## src/sv/drs_pkg.sv

```systemverilog
package drs_pkg;
    localparam int MaxItems   = 64;
    localparam int ValueW     = 31;
    localparam int Radix      = 10;
    localparam int DigitW     = 4;
    localparam int DigitTopLv = 9;

    typedef enum logic [3:0] {
        t_ST_LOAD,
        t_ST_CLR,
        t_ST_COUNT,
        t_ST_PREFIX,
        t_ST_PLACE,
        t_ST_COPY,
        t_ST_NEXT,
        t_ST_EMIT
    } t_state;

    typedef struct packed {
        logic load;
        logic clr_counts;
        logic count_en;
        logic prefix_en;
        logic place_en;
        logic copy_en;
        logic scale_up;
        logic finish;
        logic emit_en;
    } t_cmd;

    typedef struct packed {
        logic more_digits;
        logic any_items;
        logic sweep_done;
        logic prefix_done;
        logic emit_taken_last;
        logic full;
    } t_status;
endpackage

```

## src/sv/drs_ctrl.sv

```systemverilog
module drs_ctrl (
    input  logic             i_clk,
    input  logic             i_rst_n,
    input  drs_pkg::t_status i_status,
    input  logic             i_in_valid,
    input  logic             i_in_last,
    input  logic             i_out_ready,
    output logic             o_in_ready,
    output logic             o_out_valid,
    output logic             o_out_last,
    output drs_pkg::t_cmd    o_cmd
);
    drs_pkg::t_state r_state, n_state;
    logic r_ov, n_ov, r_ol, n_ol, r_first, n_first;

    always_ff @(posedge i_clk) begin
        if (!i_rst_n) begin
            r_state <= drs_pkg::t_ST_LOAD;
            r_ov    <= 1'b0;
            r_ol    <= 1'b0;
            r_first <= 1'b0;
        end else begin
            r_state <= n_state;
            r_ov    <= n_ov;
            r_ol    <= n_ol;
            r_first <= n_first;
        end
    end

    always_comb begin
        n_state    = r_state;
        n_ov       = r_ov;
        n_ol       = r_ol;
        n_first    = 1'b0;
        o_cmd      = '0;
        o_in_ready = 1'b0;
        case (r_state)
            drs_pkg::t_ST_LOAD: begin
                o_in_ready = 1'b1;
                if (i_in_valid) begin
                    o_cmd.load = 1'b1;
                    if (i_in_last) n_state = drs_pkg::t_ST_NEXT;
                end
            end
            drs_pkg::t_ST_NEXT: begin
                // decide whether another digit pass is needed
                if (i_status.more_digits) begin
                    o_cmd.clr_counts = 1'b1;
                    n_state = drs_pkg::t_ST_COUNT;
                end else if (i_status.any_items) begin
                    n_state = drs_pkg::t_ST_EMIT;
                    n_first = 1'b1;
                end else begin
                    o_cmd.finish = 1'b1;
                    n_state = drs_pkg::t_ST_LOAD;
                end
            end
            drs_pkg::t_ST_COUNT: begin
                o_cmd.count_en = 1'b1;
                if (i_status.sweep_done) n_state = drs_pkg::t_ST_PREFIX;
            end
            drs_pkg::t_ST_PREFIX: begin
                o_cmd.prefix_en = 1'b1;
                if (i_status.prefix_done) n_state = drs_pkg::t_ST_PLACE;
            end
            drs_pkg::t_ST_PLACE: begin
                o_cmd.place_en = 1'b1;
                if (i_status.sweep_done) n_state = drs_pkg::t_ST_COPY;
            end
            drs_pkg::t_ST_COPY: begin
                o_cmd.copy_en = 1'b1;
                if (i_status.sweep_done) begin
                    o_cmd.scale_up = 1'b1;
                    n_state = drs_pkg::t_ST_NEXT;
                end
            end
            drs_pkg::t_ST_EMIT: begin
                // store read is registered: advance address once the held item is taken
                if (r_first || (r_ov && i_out_ready) || (!r_ov && !r_first)) begin
                    if (r_ov && i_out_ready && r_ol) begin
                        n_ov = 1'b0;
                        n_ol = 1'b0;
                        o_cmd.finish = 1'b1;
                        n_state = drs_pkg::t_ST_LOAD;
                    end else if (r_first || (r_ov && i_out_ready)) begin
                        o_cmd.emit_en = 1'b1;
                        n_ov = 1'b0;
                        n_first = 1'b0;
                        n_state = drs_pkg::t_ST_CLR;
                    end
                end
            end
            drs_pkg::t_ST_CLR: begin
                // the address just issued is read here; its data is valid back in EMIT
                n_ov = 1'b1;
                n_ol = i_status.emit_taken_last;
                n_state = drs_pkg::t_ST_EMIT;
            end
            default: n_state = drs_pkg::t_ST_LOAD;
        endcase
    end

    assign o_out_valid = r_ov && (r_state == drs_pkg::t_ST_EMIT);
    assign o_out_last  = r_ol;

    check_ready: assert property (@(posedge i_clk) disable iff (!i_rst_n)
        o_out_valid |-> !o_in_ready) else $error("load during emit");
    check_hold: assert property (@(posedge i_clk) disable iff (!i_rst_n)
        o_out_valid && !i_out_ready |=> o_out_valid) else $error("item dropped");
    check_one: assert property (@(posedge i_clk) disable iff (!i_rst_n)
        $onehot0({o_cmd.count_en, o_cmd.place_en, o_cmd.copy_en, o_cmd.prefix_en}))
        else $error("overlapping sweeps");
endmodule

```

## config.mk

```make
export PLATFORM = sky130hd
export DESIGN_NAME = drs_ctrl
export DESIGN_NICKNAME = d
export VERILOG_FILES = /design/src/sv/drs_pkg.sv /design/src/sv/drs_ctrl.sv
export SDC_FILE = /design/constraint.sdc
export NUM_CORES = 1
export LEC_CHECK = 0
export ABC_CLOCK_PERIOD_IN_PS = 1190
export BUFFER_PORTS_ARGS = -buffer_cell sky130_fd_sc_hd__clkbuf_2
export CAP_MARGIN = 20
export CORE_AREA = 2 2 39 41
export DETAILED_ROUTE_END_ITERATION = 12
export DIE_AREA = 0 0 41 43
export GPL_ROUTABILITY_DRIVEN = 0
export PLACE_DENSITY_LB_ADDON = 0.08
export SLEW_MARGIN = 15
export SYNTH_ARGS = -nofsm -noshare
export SYNTH_HDL_FRONTEND = slang
export SYNTH_SLANG_ARGS = --single-unit
```

## constraint.sdc

```tcl
create_clock -name i_clk -period 1.19 [get_ports i_clk]
set_input_delay 0.1785 -clock i_clk [delete_from_list [all_inputs] [get_ports i_clk]]
set_output_delay 0.1785 -clock i_clk [all_outputs]
set_load 0.03 [all_outputs]
```

### Word-level counts from Yosys, hierarchy flattened

Index checks and enable logic that the tools add are counted.

* register bits after elaboration: 7
* output and inout bits: 12
* word-level logic and storage cells: 74

* muxes and demuxes: 38
* reductions and logical operators: 14
* bitwise operators: 2
* equality and inequality tests: 16

Operator list (count)
* 4-bit two-way mux: 10
* 4-bit one-hot mux with 8 select lines: 1
* 1-bit two-way mux: 21
* 4-bit by 3-bit == test with 1-bit output (second input constant): 4
* 2-bit != test (second input constant): 8
* 4-bit by 2-bit == test with 1-bit output (second input constant): 2
* 8-bit AND reduction: 1
* 1-bit one-hot mux with 2 select lines: 3
* 3-bit AND reduction: 2
* 4-bit by 1-bit == test with 1-bit output (second input constant): 1
* 1-bit logical AND: 4
* 4-bit zero test: 1
* 2-bit two-way mux: 2
* 3-bit two-way mux: 1
* 3-bit != test (second input constant): 1
* 3-bit OR reduction: 1
* 1-bit zero test: 2
* 1-bit logical OR: 2
* 1-bit inverter: 2
* 2-bit nonzero test: 1

### Longest topological paths before layout

* word-level depth: 6
* depth in mapped cells: 6
* gate-level depth less buffers: 4

### Worst setup path after synthesis

OpenSTA, ideal clock, no wires.

* path kind: register -> output
* start point: reg r_state[1]
* end point: out o_cmd[7] (netlist name)
* slack: -0.525 ns
* data required time: 1.012 ns
* path buffers: 2
* stages on the path, launching flop included: 5
* arrival: 1.537 ns
* cells stage by stage: dfxtp_1 > buf_2 > buf_2 > nand2_1 > nor3b_1

RTL lines
* start: declaration: RTL line drs_ctrl.sv:13 `drs_pkg::t_state r_state, n_state;`
* start signal: assignment: RTL line drs_ctrl.sv:18 `r_state <= drs_pkg::t_ST_LOAD;`
* start signal: assignment: RTL line drs_ctrl.sv:23 `r_state <= n_state;`
* end: declaration: RTL line drs_ctrl.sv:11 `output drs_pkg::t_cmd o_cmd`

==> results by stage <==
Outcome:
- The flow ran to the end, but the final reports show violations.
- The checks that failed: setup timing.

Routing:
- Before antenna repair, the detailed router went through 6 iterations.
- The number of design rule violations left after detail routing is 0.
- The final route contains 753 vias.
- The average vias per placed instance is 5.457.
- The total wire length is 2.110 mm.
- The antenna violation net count after detailed routing is 0.
- Dividing the detail-routed wire length by the instance count gives 15.29 µm.
- For this block, the initial DRC count from the detailed router was 9.

Synthesis:
- The post-synthesis cell type count is 33.
- The register bit total from synthesis is 6.
- The most common cell in the synthesized netlist is sky130_fd_sc_hd__nand2_1.
- The fraction of registers with async set or reset after synthesis is 0%.
- The most used flip-flop cell after synthesis is sky130_fd_sc_hd__dfxtp_1.
- The number of nets in the synthesized netlist is 81.
- The area share of the leading cell type in the synthesized netlist is 23.24%.
- sky130_fd_sc_hd__dfxtp_1 takes more of the synthesized area than any other cell.
- After technology mapping, the gate count stands at 70.
- The part of the Yosys area used for sequential elements is 23.24%.
- Each instance of the synthesized netlist takes up on average 7.382 µm².
- The number of warnings issued by yosys is 0.
- The count of flip-flops with a built-in enable after synthesis is 0.
- Ranked by total cell area, the synthesized netlist is headed by sky130_fd_sc_hd__dfxtp_1 23%, sky130_fd_sc_hd__nand2_1 5.8%, sky130_fd_sc_hd__nor3b_1 5.8%.
- After synthesis the cells add up to 516.7 µm².
- The commonest cells after synthesis are 8 x sky130_fd_sc_hd__nand2_1, 6 x sky130_fd_sc_hd__dfxtp_1, 6 x sky130_fd_sc_hd__nor2_1.

Power:
- The total power density per cell area is 2629 nW/µm².
- The static leakage is 0.5127 nW.
- The largest vdd supply drop is 2436 µV.

STA:
- The headroom to the max-slew limit is 83.41%.
- Setup repair after global routing could not meet its margin everywhere.
- The final number of hold-violating endpoints is 0.
- Across all setup checks in the final design, the least slack found is -0.2767 ns.
- In the final timing run, aggregate negative setup slack is -2.732 ns.
- The slew of the pin with the lowest slew margin is 0.2484 ns.
- The shortest clock period the worst path allows after layout is 1.467 ns.
- The portion of the clock cycle consumed by the worst path in the final layout is 123.2%.
- The final worst clock skew is 0.001881 ns.
- The max-slew violation count is 0.
- The upper clock frequency limit is 0.6818 GHz.
- The number of failing setup endpoints in the final timing report is 15.

Place:
- At the placement stage, the worst setup path has a slack of -0.2428 ns.
- Input and output buffers added on the ports amount to 21.
- The detailed-placement wirelength estimate is 1.209 mm.

Setup path:
- The worst setup path is captured at an output pin.
- The endpoint identified for the worst register-to-register timing path is r_state[0].
- Walking the worst path, the cells encountered are buf_6, nor3_4, and2_4, buf_8.
- The total buffers and inverters traversed by the critical path is 2.
- In this run the critical register-to-register path is launched from r_state[0].
- The critical path class is flip-flop to output pin.
- In this run the number of cells on the critical path is 4.
- The required time at the worst-slack endpoint is 1.01 ns.
- At the worst endpoint, the arrival time is 1.29 ns.
- On the worst path, the slowest cell contributes a delay of 0.37 ns.
- The number of cells on the worst reg-to-reg path is 5.
- In this run the worst path has a maximum fanout of 5.
- The capture point of the critical path is o_cmd[8].
- The critical path startpoint is r_state[2].
- The setup check on the worst reg-to-reg path leaves a slack of -0.26 ns.
- The type of origin of the critical path is a flip-flop.
- The largest individual stage delay along the critical path comes from the cell sky130_fd_sc_hd__dfxtp_4.
- The kind of cell with the highest combined delay along the critical path is simple AND/OR/NAND/NOR gates.

Floorplanning:
- The floorplan has 14 rows.
- The initial standard-cell utilization of the core is 37.34%.
- The die area is 1763 µm².
- Measured along the y axis, the die boundary spans 43 µm.
- The I/O pin total is 23.
- The die is 41 µm wide.
- After floorplanning, the core was sized to cover 1384 µm².

Clock tree:
- The H-tree level count is 1.
- The CTS tree is done.
- The later-pin clock latency in the skew report is 0.26 ns.
- The number of clock buffers added by TritonCTS is 3.
- No sink is reached through more buffers than the 2 on the longest clock path.
- CTS placed an instance of sky130_fd_sc_hd__clkbuf_4 at the clock tree root.
- Clock-pin slew was measured on the worst setup and hold paths at 0.05 ns.
- Clock tree synthesis found a total of 6 sinks.

Cells and area:
- The number of antenna diodes in the final layout is 0.
- Compared with the post-synthesis result, the final layout area differs by 125.7%.
- The net total in the final layout is 135.
- The share of final-layout standard cells stronger than drive strength 1 is 68.03%.
- The final design utilization is 84.27%.

Hold path:
- The path class of the tightest hold or removal check is input port to flip-flop.

Global routing:
- In the global route stage, overall resource usage came out at 26.99%.
- The number of global-route vias before repair is 716.
- The initial antenna violation count is 0.
- The first global-routing pass estimated 3.160 mm of wire.
- The maximum number of pins on one net before global-route repair is 9.
- After global routing the overflow that remains totals 0.

Job:
- The max-capacitance violation count is 0.
-- cells by family (layout without fill, tap and decap cells) --
family,after synthesis,in the layout,synth area share [%]
AO/OA/AOI/OAI,18,18,24.70
XOR/XNOR,1,1,1.695
buffers and inverters,7,59,9.442
flip-flops,6,6,23.25
multiplexers,1,1,1.937
AND/OR/NAND/NOR,37,37,38.98
-- state kept, by name (all words and copies together), names as in the netlist --
| name | flops |
|---|---|
| o_out_last | 1 |
| r_first | 1 |
| r_ov | 1 |
| r_state | 3 |
-- report_power, final --
group,switching [mW],internal (mW),total [mW],leakage (nW)
Combinational,1.07,1.33,2.40,0.447
Sequential,0.147,0.309,0.456,0.0516
Clock,0.0932,0.115,0.209,0.0138
-- how the worst min path moves through the flow --
stage | startpoint | end | slack [ns] | cells after the start
floorplan | i_rst_n | r_state[0] | 0.31 | 1
global placement | i_rst_n | r_state[0] | 0.49 | 2
detailed placement | i_rst_n | r_state[0] | 0.50 | 2
CTS | i_rst_n | r_state[0] | 0.22 | 2
global route | i_rst_n | r_state[0] | 0.24 | 2
finish | i_rst_n | r_state[0] | 0.23 | 2
-- repair_timing --
action | CTS | global route
buffers inserted | 7 | 4
pin swaps | 8 | 6
hold buffers | 0 | 0
gates resized for setup | 50 | 18
endpoints found under the setup margin | 15 | 15
-- layer usage --
metal / GRT usage, % / vias up / share of wire (%)
li1: - / 356 / -
met5: 0 / - / 0
met3: 4.712 / 7 / 4.7
met2: 41.56 / 31 / 51
met1: 32.79 / 359 / 40
met4: 16.67 / 0 / 3.8
-- cell usage in the layout (no fill, tap or decap), drive strengths merged, types with 2 or more instances in the layout --
cell and instances:
inv 2, nor3 4, buf 40, nor2 6, a21oi 4, and2 3
nor3b 4, and3 2, o22ai 3, clkbuf 17, o21ai 4, dfxtp 6
nand2b 4, nand3 2, nand2 8
-- cell type report --
type	instances	area, µm²
timing repair buffer	54	510.5
multi-input combinational	57	473.0
fill	83	217.7
sequential	6	132.6
clock buffer	3	22.52
tap	16	20.02
inverter	2	7.507
-- stage by stage --
step / hold slack (ns) / area (µm²) / cells / power [mW]
after detailed placement: 0.4977 / 819.5 / 124 / 1.920
after floorplan: 0.3097 / 581.8 / 70 / 1.435
final: 0.2255 / 1166 / 138 / 3.065
after CTS: 0.2181 / 1081 / 134 / 2.706
after global placement: 0.4936 / 819.5 / 124 / 1.911
after global routing: 0.2381 / 1166 / 138 / 3.222
-- worst reg2reg max path, delay by kind of cell (launching register included) --
family / cells / cell delay [ns]
compound gates: 3 / 0.70
buf+inv: 1 / 0.14
flops: 1 / 0.37
mux: 1 / 0.12
Note: power is estimated with default switching activity, not from simulation.
